**src/rtl/gsd_pkg.sv**
```systemverilog
// Package of the graph6 stream decoder: constants, codes, queue and result types.
// Used by every module of the decoder; depends on nothing.
`default_nettype none

package gsd_pkg;

	localparam int unsigned ORDER_BITS_DEF = 36;
	localparam int unsigned OUT_W          = 36;
	localparam int unsigned SIX_W          = 6;
	localparam int unsigned IN_TDATA_W     = 8;
	localparam int unsigned OUT_TDATA_W    = 112;
	localparam int unsigned OUT_TUSER_W    = 2;
	localparam int unsigned FIFO_DEPTH     = 4;
	localparam int unsigned FIFO_PTR_W     = $clog2(FIFO_DEPTH);

	localparam logic [7:0] CHAR_BIAS = 8'd63;
	localparam logic [7:0] LONG_MARK = 8'd126;
	localparam logic [2:0] HDR_SHORT = 3'd2;
	localparam logic [2:0] HDR_LONG  = 3'd6;
	localparam logic [2:0] LAST_BIT  = 3'd5;

	localparam logic KIND_ORDER = 1'b0;
	localparam logic KIND_BIT   = 1'b1;

	typedef enum logic [1:0] {
		PH_IDLE,
		PH_TILDE,
		PH_HEADER,
		PH_DATA
	} phase_t;

	typedef struct packed {
		logic             kind;
		logic [SIX_W-1:0] six;
		logic [OUT_W-1:0] order;
	} q_entry_t;

	typedef struct packed {
		logic             kind;
		logic [OUT_W-1:0] order;
		logic [OUT_W-1:0] row;
		logic [OUT_W-1:0] col;
		logic             edge_res;
		logic             last_of_byte;
		logic             final_bit;
	} result_t;

	function automatic logic [SIX_W-1:0] char_bits(input logic [7:0] ch);
		logic [7:0] d;
		d = ch - CHAR_BIAS;
		return d[SIX_W-1:0];
	endfunction

endpackage

`default_nettype wire

```
**src/rtl/gsd_fifo.sv**
```systemverilog
// Short register queue between the decoder front and back parts.
// Depends on gsd_pkg for the entry type and depth.
`default_nettype none

module gsd_fifo
	import gsd_pkg::*;
(
	input  wire logic     clk,
	input  wire logic     arst_n,
	input  wire logic     push,
	input  wire q_entry_t push_data,
	output logic          full,
	input  wire logic     pop,
	output q_entry_t      pop_data,
	output logic          empty
);

	q_entry_t mem_q [FIFO_DEPTH];
	logic [FIFO_PTR_W:0] wr_ptr_q;
	logic [FIFO_PTR_W:0] rd_ptr_q;

	assign empty    = (wr_ptr_q == rd_ptr_q);
	assign full     = (wr_ptr_q[FIFO_PTR_W-1:0] == rd_ptr_q[FIFO_PTR_W-1:0]) &&
	                  (wr_ptr_q[FIFO_PTR_W] != rd_ptr_q[FIFO_PTR_W]);
	assign pop_data = mem_q[rd_ptr_q[FIFO_PTR_W-1:0]];

	always_ff @(posedge clk) begin
		if (push && !full) begin
			mem_q[wr_ptr_q[FIFO_PTR_W-1:0]] <= push_data;
		end
	end

	always_ff @(posedge clk or negedge arst_n) begin
		if (!arst_n) begin
			wr_ptr_q <= '0;
			rd_ptr_q <= '0;
		end else begin
			if (push && !full) begin
				wr_ptr_q <= wr_ptr_q + 1'b1;
			end
			if (pop && !empty) begin
				rd_ptr_q <= rd_ptr_q + 1'b1;
			end
		end
	end

endmodule

`default_nettype wire

```
**src/rtl/gsd_front.sv**
```systemverilog
// Front part of the graph6 decoder: header parsing and character classification.
// Depends on gsd_pkg; pushes order reports and data characters into the queue.
`default_nettype none

module gsd_front
	import gsd_pkg::*;
#(
	parameter int unsigned ORDER_BITS = ORDER_BITS_DEF
) (
	input  wire logic       clk,
	input  wire logic       arst_n,
	input  wire logic       accept,
	input  wire logic [7:0] in_byte,
	input  wire logic       start_req,
	output logic            push,
	output q_entry_t        push_data
);

	phase_t                phase_q, phase_d;
	logic [ORDER_BITS-1:0] vc_q, vc_d;
	logic [2:0]            hl_q, hl_d;

	logic [SIX_W-1:0]      six;
	logic                  is_mark;
	logic [2:0]            hl_dec;
	logic [ORDER_BITS-1:0] vc_shift;

	assign six      = char_bits(in_byte);
	assign is_mark  = (in_byte == LONG_MARK);
	assign hl_dec   = hl_q - 3'd1;
	assign vc_shift = ORDER_BITS'({vc_q, six});

	// Next state.
	always_comb begin
		phase_d = phase_q;
		if (accept) begin
			if (start_req) begin
				phase_d = is_mark ? PH_TILDE : PH_DATA;
			end else begin
				case (phase_q)
					PH_TILDE:  phase_d = PH_HEADER;
					PH_HEADER: phase_d = (hl_dec == 3'd0) ? PH_DATA : PH_HEADER;
					default:   phase_d = phase_q;
				endcase
			end
		end
	end

	// Datapath updates and queue pushes.
	always_comb begin
		vc_d      = vc_q;
		hl_d      = hl_q;
		push      = 1'b0;
		push_data = '0;
		if (accept) begin
			if (start_req) begin
				hl_d = 3'd0;
				if (is_mark) begin
					vc_d = '0;
				end else begin
					vc_d            = ORDER_BITS'(six);
					push            = 1'b1;
					push_data.kind  = KIND_ORDER;
					push_data.order = OUT_W'(vc_d);
				end
			end else begin
				case (phase_q)
					PH_TILDE: begin
						if (is_mark) begin
							hl_d = HDR_LONG;
						end else begin
							vc_d = ORDER_BITS'(six);
							hl_d = HDR_SHORT;
						end
					end
					PH_HEADER: begin
						vc_d = vc_shift;
						hl_d = hl_dec;
						if (hl_dec == 3'd0) begin
							push            = 1'b1;
							push_data.kind  = KIND_ORDER;
							push_data.order = OUT_W'(vc_shift);
						end
					end
					PH_DATA: begin
						push            = 1'b1;
						push_data.kind  = KIND_BIT;
						push_data.six   = six;
						push_data.order = OUT_W'(vc_q);
					end
					default: begin
						push = 1'b0;
					end
				endcase
			end
		end
	end

	always_ff @(posedge clk or negedge arst_n) begin
		if (!arst_n) begin
			phase_q <= PH_IDLE;
			vc_q    <= '0;
			hl_q    <= '0;
		end else begin
			phase_q <= phase_d;
			vc_q    <= vc_d;
			hl_q    <= hl_d;
		end
	end

endmodule

`default_nettype wire

```
**src/rtl/gsd_back.sv**
```systemverilog
// Back part of the graph6 decoder: expands queued characters into results.
// Depends on gsd_pkg; walks the upper triangle and drives the result register.
`default_nettype none

module gsd_back
	import gsd_pkg::*;
#(
	parameter int unsigned ORDER_BITS = ORDER_BITS_DEF
) (
	input  wire logic     clk,
	input  wire logic     arst_n,
	input  wire logic     q_empty,
	input  wire q_entry_t q_data,
	output logic          q_pop,
	output logic          out_valid,
	input  wire logic     out_ready,
	output result_t       out_res
);

	// Entry under expansion.
	logic                  w_valid_q;
	logic                  w_kind_q;
	logic [SIX_W-1:0]      w_six_q;
	logic [ORDER_BITS-1:0] w_order_q;
	logic [2:0]            w_k_q;

	// Triangle walk.
	logic [ORDER_BITS-1:0] row_q;
	logic [ORDER_BITS-1:0] col_q;
	logic                  done_q;

	logic                  out_valid_q;
	result_t               res_q;

	logic                  load_ok, skip, emit, last, w_done;
	logic [ORDER_BITS-1:0] rn, cn;
	logic                  hit, fin;

	assign load_ok = !out_valid_q || out_ready;
	assign skip    = w_valid_q && (w_kind_q == KIND_BIT) && done_q;
	assign emit    = w_valid_q && !skip && load_ok;

	assign rn  = row_q + 1'b1;
	assign cn  = col_q + 1'b1;
	assign hit = (rn == col_q);
	assign fin = hit && ((cn >= w_order_q) || (cn == '0));

	assign last   = (w_kind_q == KIND_ORDER) || fin || (w_k_q == 3'd0);
	assign w_done = skip || (emit && last);
	assign q_pop  = !q_empty && (!w_valid_q || w_done);

	assign out_valid = out_valid_q;
	assign out_res   = res_q;

	always_ff @(posedge clk or negedge arst_n) begin
		if (!arst_n) begin
			w_valid_q   <= 1'b0;
			out_valid_q <= 1'b0;
			done_q      <= 1'b1;
		end else begin
			if (q_pop) begin
				w_valid_q <= 1'b1;
			end else if (w_done) begin
				w_valid_q <= 1'b0;
			end
			if (emit) begin
				out_valid_q <= 1'b1;
			end else if (out_ready) begin
				out_valid_q <= 1'b0;
			end
			if (emit) begin
				if (w_kind_q == KIND_ORDER) begin
					done_q <= (w_order_q < ORDER_BITS'(2));
				end else if (fin) begin
					done_q <= 1'b1;
				end
			end
		end
	end

	always_ff @(posedge clk) begin
		if (q_pop) begin
			w_kind_q  <= q_data.kind;
			w_six_q   <= q_data.six;
			w_order_q <= ORDER_BITS'(q_data.order);
			w_k_q     <= LAST_BIT;
		end else if (emit) begin
			w_k_q <= w_k_q - 3'd1;
		end
		if (emit) begin
			res_q.kind         <= w_kind_q;
			res_q.order        <= OUT_W'(w_order_q);
			res_q.last_of_byte <= last;
			if (w_kind_q == KIND_ORDER) begin
				res_q.row       <= '0;
				res_q.col       <= '0;
				res_q.edge_res  <= 1'b0;
				res_q.final_bit <= 1'b0;
				row_q           <= '0;
				col_q           <= ORDER_BITS'(1);
			end else begin
				res_q.row       <= OUT_W'(row_q);
				res_q.col       <= OUT_W'(col_q);
				res_q.edge_res  <= w_six_q[w_k_q];
				res_q.final_bit <= fin;
				if (hit) begin
					row_q <= '0;
					col_q <= cn;
				end else begin
					row_q <= rn;
				end
			end
		end
	end

endmodule

`default_nettype wire

```
**src/rtl/graph6_stream_decoder.sv**
```systemverilog
// graph6 stream decoder: one character per transaction, order and matrix bits out.
// Path: an accepted character passes the queue, entry register and result register.
// Throughput: one input transaction per cycle while the queue has room; one result
// per cycle out unless m_tready stalls it; a data character yields up to six results.
// Reset (arst_n low, asynchronous) empties the queue and waits for a start character.
`default_nettype none

module graph6_stream_decoder
	import gsd_pkg::*;
#(
	parameter int unsigned ORDER_BITS = ORDER_BITS_DEF
) (
	input  wire logic                   clk,
	input  wire logic                   arst_n,
	// Input transactions.
	input  wire logic                   s_tvalid,
	output logic                        s_tready,
	input  wire logic [IN_TDATA_W-1:0]  s_tdata,  // [7:0] in_byte
	input  wire logic                   s_tuser,  // [0] start_req
	// Result transactions.
	output logic                        m_tvalid,
	input  wire logic                   m_tready,
	output logic [OUT_TDATA_W-1:0]      m_tdata,  // order, row, col, edge_res, zero pad
	output logic [OUT_TUSER_W-1:0]      m_tuser,  // [0] kind, [1] final_bit
	output logic                        m_tlast   // last_of_byte
);

	// The front part parses the header and tags every character that matters;
	// order reports and data characters wait in a four-entry queue. The back part
	// pops an entry while its last result goes out, so consecutive characters
	// stream without a gap. Characters that follow the final bit of a graph are
	// dropped in the back part without producing results.

	logic     accept;
	logic     push;
	q_entry_t push_data;
	logic     q_full;
	logic     q_empty;
	logic     q_pop;
	q_entry_t q_data;
	result_t  res;

	assign s_tready = !q_full;
	assign accept   = s_tvalid && s_tready;

	gsd_front #(
		.ORDER_BITS (ORDER_BITS)
	) u_front (
		.clk       (clk),
		.arst_n    (arst_n),
		.accept    (accept),
		.in_byte   (s_tdata),
		.start_req (s_tuser),
		.push      (push),
		.push_data (push_data)
	);

	gsd_fifo u_fifo (
		.clk       (clk),
		.arst_n    (arst_n),
		.push      (push),
		.push_data (push_data),
		.full      (q_full),
		.pop       (q_pop),
		.pop_data  (q_data),
		.empty     (q_empty)
	);

	gsd_back #(
		.ORDER_BITS (ORDER_BITS)
	) u_back (
		.clk       (clk),
		.arst_n    (arst_n),
		.q_empty   (q_empty),
		.q_data    (q_data),
		.q_pop     (q_pop),
		.out_valid (m_tvalid),
		.out_ready (m_tready),
		.out_res   (res)
	);

	// Result packing, lowest field first.
	assign m_tdata = {3'b000, res.edge_res, res.col, res.row, res.order};
	assign m_tuser = {res.final_bit, res.kind};
	assign m_tlast = res.last_of_byte;

endmodule

`default_nettype wire

```
**config.mk**
```make
export PLATFORM = sky130hd
export DESIGN_NAME = graph6_stream_decoder
export DESIGN_NICKNAME = d
export VERILOG_FILES = /design/src/rtl/gsd_pkg.sv /design/src/rtl/gsd_fifo.sv /design/src/rtl/gsd_front.sv /design/src/rtl/gsd_back.sv /design/src/rtl/graph6_stream_decoder.sv
export SDC_FILE = /design/constraint.sdc
export NUM_CORES = 1
export LEC_CHECK = 0
export BUFFER_PORTS_ARGS = -buffer_cell sky130_fd_sc_hd__buf_2
export CORE_MARGIN = 3
export CORE_UTILIZATION = 40
export CTS_BUF_LIST = sky130_fd_sc_hd__clkbuf_8 sky130_fd_sc_hd__clkbuf_16
export DETAILED_ROUTE_END_ITERATION = 10
export HOLD_SLACK_MARGIN = 0.03
export PLACE_DENSITY = 0.56
export RECOVER_POWER = 100
export SLEW_MARGIN = 15
export SYNTH_ARGS = -nofsm -noshare
export SYNTH_HDL_FRONTEND = slang
export SYNTH_SLANG_ARGS = --single-unit
export TNS_END_PERCENT = 50
```
**constraint.sdc**
```tcl
create_clock -name clk -period 6.1 [get_ports clk]
set_input_delay 1.22 -clock clk [delete_from_list [all_inputs] [get_ports clk]]
set_output_delay 1.22 -clock clk [all_outputs]
set_load 0.02 [all_outputs]
```
# Yosys cells after proc, flatten, opt, wreduce, memory -nomap -nowiden

Memories as Yosys holds them, arrays and structs flattened. A register that Yosys moved wholly into a read port is not among the register bits.
Index checks and enable logic that the tools add are counted.

$add $sub $neg: 7
Order comparisons: 3
Eq/ne operators: 11
Mux-type cells: 35
Bitwise operators: 1
Reductions and logical operators: 33

Operators with widths:

| cell                                                         | number |
|---|---|
| 2-to-1 mux 36 bit                                            | 5 |
| one-hot mux 36 bit (2 select lines)                          | 2 |
| adder 36 x 1 -> 36 bit (second input constant)               | 2 |
| 2-to-1 mux 43 bit                                            | 1 |
| equality test 36 bit                                         | 1 |
| greater-or-equal comparator 36 bit                           | 1 |
| logical NOT 36 bit                                           | 1 |
| less-than comparator 36 x 2 -> 1 bit (second input constant) | 1 |
| 2-to-1 mux 6 bit                                             | 3 |
| 2-to-1 mux 1 bit                                             | 16 |
| logical AND 1 bit                                            | 11 |
| equality test 8 x 7 -> 1 bit (second input constant)         | 1 |
| adder 3 x 1 -> 3 bit (second input constant)                 | 2 |
| logical NOT 3 bit                                            | 2 |
| logical OR 1 bit                                             | 6 |
| 2-to-1 mux 3 bit                                             | 2 |
| one-hot mux 3 bit (2 select lines)                           | 1 |
| AND reduction 2 bit                                          | 3 |
| subtractor 3 x 1 -> 3 bit (second input constant)            | 2 |
| subtractor 6 bit (second input constant)                     | 1 |
| logical NOT 1 bit                                            | 5 |
| equality test 2 bit (second input constant)                  | 2 |
| less-than comparator 3 x 4 -> 1 bit (second input constant)  | 1 |
| 2-to-1 mux 2 bit                                             | 2 |
| 14 further kinds                                             | 16 |

Flip-flop bits (word level): 237
Memory bits (writable): 172
Bits of input ports: 13
Output and inout bits: 117
Logic and storage cells: 109
Memories: 1

Memory list:

| memory       | depth | width | rd ports | clocked after memory_dff | wr ports | RTL line       | text |
|---|---|---|---|---|---|---|---|
| u_fifo.mem_q | 4     | 43    | 1        | 1                        | 1        | gsd_fifo.sv:18 | `q_entry_t mem_q [FIFO_DEPTH];` |

# Logic depth before layout (Yosys ltp)

Word-level depth: 11
Gate-level depth with buffers: 17
Mapped depth without buffers: 16

# Cells and area by module

Synthesis repeated with hierarchy kept, for this count alone.

Cells, all modules: 1636
Area, all modules: 21682.0 um^2

By module, submodules not included:

| module                | times used | cells each | area an instance (um^2) | sequential area each (um^2) |
|---|---|---|---|---|
| gsd_back              | 1          | 1129       | 12684.7                 | 6952.9 |
| gsd_fifo              | 1          | 273        | 6720.2                  | 5315.1 |
| gsd_front             | 1          | 228        | 2240.9                  | 1026.0 |
| graph6_stream_decoder | 1          | 6          | 36.3                    | 0.0 |

# Least setup slack after synthesis

Ideal clock, no wire load.

Path kind: input to register
Start point: in m_tready
End point: reg u_back.col_q[0], enable pin
Setup time: 397 ps
Arrival time: 6960 ps
Required time: 5703 ps
Slack: -1256 ps
Stages: 4
Path buffers: 1
Cells stage by stage: nand2b_1 and3_1 clkbuf_1 and2_1

Cells in the longest elaborated chain, start to end: 3

Ends and longest elaborated chain:

| element                       | RTL line                    | text |
|---|---|---|
| start, declared               | graph6_stream_decoder.sv:22 | `input wire logic m_tready,` |
| logical OR 1 bit              | gsd_back.sv:39              | `assign load_ok = !out_valid_q \|\| out_ready;` |
| logical AND 1 bit             | gsd_back.sv:41              | `assign emit = w_valid_q && !skip && load_ok;` |
| named net u_back.emit         | gsd_back.sv:35              | `logic load_ok, skip, emit, last, w_done;` |
| AND reduction 2 bit (no line) | -                           |  |
| end signal, assigned          | gsd_back.sv:108             | `col_q <= cn;` |
| end, declared                 | gsd_back.sv:29              | `logic [ORDER_BITS-1:0] col_q;` |

The timed path passes the listed nets, and every way through them passes these cells.
A chain may end at the register's enable or synchronous reset.

# Worst setup path in the final report

Start point: reg u_back.col_q[8]
End point: reg u_back.w_order_q[25], read port of u_fifo.mem_q, enable pin

Cells in the longest elaborated chain, start to end: 10
Elaborated cells on any way between the ends: 12
Those cells by class: 1 x add/sub; 1 x order compare; 1 x eq/ne; 9 x reduce/logical

Ends and longest elaborated chain:

| element                                                                  | RTL line                    | text |
|---|---|---|
| adder 36 x 1 -> 36 bit *                                                 | gsd_back.sv:44              | `assign cn = col_q + 1'b1;` |
| named net u_back.cn[29]                                                  | gsd_back.sv:36              | `logic [ORDER_BITS-1:0] rn, cn;` |
| greater-or-equal comparator 36 bit or logical NOT 36 bit (tied branches) | gsd_back.sv:46              | `assign fin = hit && ((cn >= w_order_q) \|\| (cn == '0));` |
| logical OR 1 bit *                                                       | gsd_back.sv:46              |  |
| logical AND 1 bit *                                                      | gsd_back.sv:46              |  |
| logical OR 1 bit * (2 in series)                                         | gsd_back.sv:48              | `assign last = (w_kind_q == KIND_ORDER) \|\| fin \|\| (w_k_q == 3'd0);` |
| logical AND 1 bit *                                                      | gsd_back.sv:49              | `assign w_done = skip \|\| (emit && last);` |
| logical OR 1 bit *                                                       | gsd_back.sv:49              |  |
| logical OR 1 bit *                                                       | gsd_back.sv:50              | `assign q_pop = !q_empty && (!w_valid_q \|\| w_done);` |
| logical AND 1 bit *                                                      | gsd_back.sv:50              |  |
| named net q_pop                                                          | graph6_stream_decoder.sv:39 | `logic q_pop;` |
| end, declared                                                            | gsd_back.sv:24              | `logic [ORDER_BITS-1:0] w_order_q;` |

The timed path passes the listed nets; every way through them passes the cells marked *.

==> results_tabular.tex <==
\begin{tabular}{lr}
\hline
Metric & Value \\
\hline
\multicolumn{2}{l}{\textbf{Global route}} \\
\quad First-pass GRT wire length & 87100 microns \\
\quad Congestion Overflow GR & 0 \\
\quad Initial antenna violation count & 1 \\
\quad Global Route Usage Sum & 20.3\% \\
\quad Via count of the first global-routing pass & 13700 \\
\quad Maximum number of pins on one net before global-route repair & 98 \\
\multicolumn{2}{l}{\textbf{Detailed routing}} \\
\quad Remaining design rule violation count & 2 \\
\quad Length of the first detailed-routing pass in iterations & 8 \\
\quad Post-detailed-routing wire length & 57800 microns \\
\quad Antenna-violating nets left & 0 \\
\quad Total via count in the routed design & 14000 \\
\quad Initial drt markers & 1104 \\
\quad Drt wl/cell & 23.3 microns \\
\quad Vias per cell & 5.66 \\
\multicolumn{2}{l}{\textbf{Clocking}} \\
\quad CTS tree & done \\
\quad Maximum clock insertion buffer count & 3 \\
\quad Maximum level of the CTS H-tree & 2 \\
\quad Clock sink total & 452 \\
\quad Clock slew at the register clock pins of the worst setup and hold paths & 0.06 ns \\
\quad Worst skew pair latency & 0.60 ns \\
\quad Clock Tree Root & clkbuf\_16 \\
\quad TritonCTS Buffers & 49 \\
\quad Resized Gates After CTS & 0 \\
\quad Post-CTS setup buffers & 0 \\
\quad Total of hold buffers inserted after clock tree synthesis & 0 \\
\multicolumn{2}{l}{\textbf{Outcome}} \\
\quad Violations in the final reports & design-rule violations, max-capacitance violations, max-slew violations \\
\quad Status & finished, violations left \\
\multicolumn{2}{l}{\textbf{Place}} \\
\quad Detail Placement HPWL & 40700 microns \\
\quad IO Port Bufs & 126 \\
\quad Final weighted congestion in routability-driven placement & 0.942 \\
\quad Instance area after placement & 0.0227 sq mm \\
\multicolumn{2}{l}{\textbf{Timing}} \\
\quad Worst-Margin Slew & 3.97 ns \\
\quad Relative max-transition margin & -165\% \\
\quad Clock Skew & 0.0137 ns \\
\quad Setup repair after global routing missed its margin & false \\
\quad Count of endpoints failing hold in the final timing report & 0 \\
\quad Final worst path period need & 5.55 ns \\
\quad Tcrit/Tclk final & 91.0\% \\
\quad Final-report setup violation count & 0 \\
\quad Final number of max-transition violations & 433 \\
\quad Hold Slack & 0.482 ns \\
\quad Max frequency & 0.180 GHz \\
\quad Sum of negative setup slack & 0 ns \\
\multicolumn{2}{l}{\textbf{Power}} \\
\quad Share of total power in combinational logic & 34.0\% \\
\quad Proportion of power drawn by flip-flops and latches & 44.4\% \\
\quad Worst ir drop on vdd & 317 uV \\
\quad Clock network power share & 21.6\% \\
\quad Ratio of total power to cell area & 576 mW/mm\^{}2 \\
\quad Switching power & 0.00544 W \\
\quad Internal cell power & 0.00848 W \\
\quad Switching part of the total & 39.1\% \\
\quad P\_leak & 8.40 nW \\
\multicolumn{2}{l}{\textbf{Die}} \\
\quad Starting Density & 40.7\% \\
\quad Width of the die & 238 microns \\
\quad Std-Cell Rows & 84 \\
\quad Die Area & 0.0564 sq mm \\
\quad Chip Height & 238 microns \\
\quad Core footprint & 0.0528 sq mm \\
\quad Ports placed on the boundary & 130 \\
\multicolumn{2}{l}{\textbf{Logic synthesis}} \\
\quad Total of flip-flops plus latches after synthesis & 452 \\
\quad Cell Area, Synth & 0.0215 sq mm \\
\quad Yosys warns & 0 \\
\quad Cell count after synthesis & 1655 \\
\quad Seq/Total Area, Yosys & 62.0\% \\
\quad EDFF count, synth & 399 \\
\quad Share of flip-flops with an asynchronous set or reset & 11.1\% \\
\quad Post-synthesis average cell area & 13.0 sq um \\
\quad Distinct cell type count of the synthesized netlist & 86 \\
\quad Most frequently used flop master after synthesis & edfxtp\_1 \\
\multicolumn{2}{l}{\textbf{Cells and area}} \\
\quad Post-route design area & 0.0241 sq mm \\
\quad Fraction of final layout cells sized beyond drive strength 1 & 9.22\% \\
\quad NumNets Final & 1814 \\
\quad Commonest non-fill, non-tap cells in the layout & edfxtp\_1 (399), nand2\_1 (145), clkbuf\_1 (129), nor2\_1 (102), inv\_1 (83) \\
\quad Most common library cell in the layout ignoring fill and taps & edfxtp\_1 \\
\quad Synth-to-layout area growth & 12.6\% \\
\multicolumn{2}{l}{\textbf{Worst setup path}} \\
\quad Classification of the worst setup path & flip-flop to flip-flop \\
\quad Data arrival time of the critical path & 5.85 ns \\
\quad CP Launch Type & flip-flop \\
\quad Top fanout value on the critical path & 19 \\
\quad Worst EP required & 6.40 ns \\
\quad Kind of end point of the critical path & flip-flop \\
\multicolumn{2}{l}{\textbf{Worst hold path}} \\
\quad Classification of the worst-slack hold path & flip-flop to flip-flop \\
\multicolumn{2}{l}{\textbf{Job}} \\
\quad Max-capacitance violation count & 10 \\
\hline
\end{tabular}
sequential cells by signal, summed over array words and instances (netlist names):
signal and count:
u_back.col_q 36, u_back.done_q 1, u_back.out_res 112, u_back.out_valid 1, u_back.row_q 36, u_back.w_k_q 3
u_back.w_kind_q 1, u_back.w_order_q 36, u_back.w_six_q 6, u_back.w_valid_q 1, u_fifo.mem_q 172, u_fifo.rd_ptr_q 3
u_fifo.wr_ptr_q 3, u_front.hl_q 3, u_front.phase_q 2, u_front.vc_q 36
metrics by stage:
step / std cells / setup WS, ns / utilization [%] / total power (W)
after global routing: 2477 / 0.0772 / 45.8 / 0.0147
after global placement: 2389 / 0.820 / 43.1 / 0.0111
after floorplan: 1657 / 1.14 / - / 0.00918
after detailed placement: 2389 / 0.700 / 43.1 / 0.0111
after CTS: 2477 / 0.668 / 46.2 / 0.0142
final: 2478 / 0.549 / 45.8 / 0.0139
cell type report:
class | count | area, sq um
Fill cell | 4837 | 28600
Sequential cell | 452 | 13300
Clock inverter | 34 | 350
Multi-Input combinational cell | 1024 | 7420
Timing Repair Buffer | 154 | 652
Antenna cell | 1 | 2.50
Inverter | 71 | 267
Clock buffer | 54 | 1290
Tap cell | 688 | 861
kinds of logic (layout without fill, tap and decap cells):
logic type / count (synthesis) / in the layout / synth area share, %
buf+inv: 181 / 313 / 3.45
other cells: 1 / 4 / 0.0175
simple gates: 608 / 608 / 15.2
xor+xnor: 99 / 99 / 4.50
flops: 452 / 452 / 62.0
mux: 53 / 53 / 5.08
compound gates: 212 / 212 / 6.91
fa+ha+maj: 49 / 49 / 2.86
worst max-delay path: stages, from the launching register on:
cell	delay, ns
edfxtp_1	0.62
nand2_1	0.25
nor4_1	0.62
nand2_1	0.21
nor3_1	0.49
nand3_1	0.16
xnor2_1	0.21
ha_1	0.27
a21oi_1	0.16
o21ai_0	0.10
a21o_1	0.18
a211o_1	0.29
a221oi_1	0.25
o21ai_0	0.24
o32ai_1	0.61
nor3_4	0.24
clkbuf_4	0.34
power groups by stage:
| stage | Combinational (W) | Sequential (W) | Clock (W) |
|---|---|---|---|
| CTS | 0.00497 | 0.00614 | 0.00308 |
| finish | 0.00474 | 0.00618 | 0.00300 |
| floorplan | 0.00315 | 0.00602 | 0 |
| global route | 0.00521 | 0.00631 | 0.00320 |
| detailed placement | 0.00494 | 0.00620 | 0 |
| global placement | 0.00493 | 0.00615 | 0 |
final timing paths:
kind | end | cells past startpoint | slack (ns) | startpoint
worst max-delay path | u_back.w_order_q[25] | 16 | 0.55 | u_back.col_q[8]
max in group asynchronous | u_fifo.rd_ptr_q[1] | 2 | 2.28 | arst_n
min in group asynchronous | u_front.hl_q[0] | 2 | 1.76 | arst_n
worst min-delay path | u_front.vc_q[33] | 2 | 0.48 | u_front.vc_q[33]
worst max register to register | u_back.w_order_q[25] | 16 | 0.55 | u_back.col_q[8]
worst min register to register | u_front.vc_q[33] | 2 | 0.48 | u_front.vc_q[33]
synth_stat cells (4+ instances only):
library cell  number  area (sq um)
mux2i_1            5          50.1
and2_1            96           601
nor3_1            24           120
nand2b_1          14          87.6
and4_1            14           123
nand4_1           45           282
nor4_2             5          62.6
or2_2              7          43.8
a22o_1            32           280
a31oi_1            7          43.8
buf_2             22           110
buf_4              7          52.6
and3_1            17           106
o2111ai_1          7          61.3
o211ai_1           6          45.0
a21oi_1           26           130
nor2b_1            4          25.0
or4_1             11          82.6
mux4_2            44           991
clkbuf_1          74           278
a2111oi_0          4          35.0
o21a_1             4          30.0
o22ai_1            4          25.0
dfrtp_1           49          1230
inv_1             70           263
xor2_1            29           254
o21ai_0           63           315
or3_1             10          62.6
nor2_1           103           387
o31ai_1            5          37.5
a21o_1            12          90.1
nand2_1          145           544
a211oi_1           5          37.5
nor4_1            47           294
a221oi_1           4          35.0
xnor2_1           63           552
nand3_1           43           215
buf_1              6          22.5
ha_1              49           613
edfxtp_1         399         12000
xnor3_1            6           135
nand4b_1           4          35.0
routing by layer:
| layer | up-vias | global-route usage, % | part of all wire [%] |
|---|---|---|---|
| li1 | 6402 | - | - |
| met1 | 7051 | 27.9 | 43 |
| met2 | 500 | 33.2 | 48 |
| met3 | 83 | 3.52 | 6.3 |
| met4 | 0 | 6.42 | 2.8 |
| met5 | - | 0 | 0 |
Note: power is estimated with default switching activity, not from simulation.
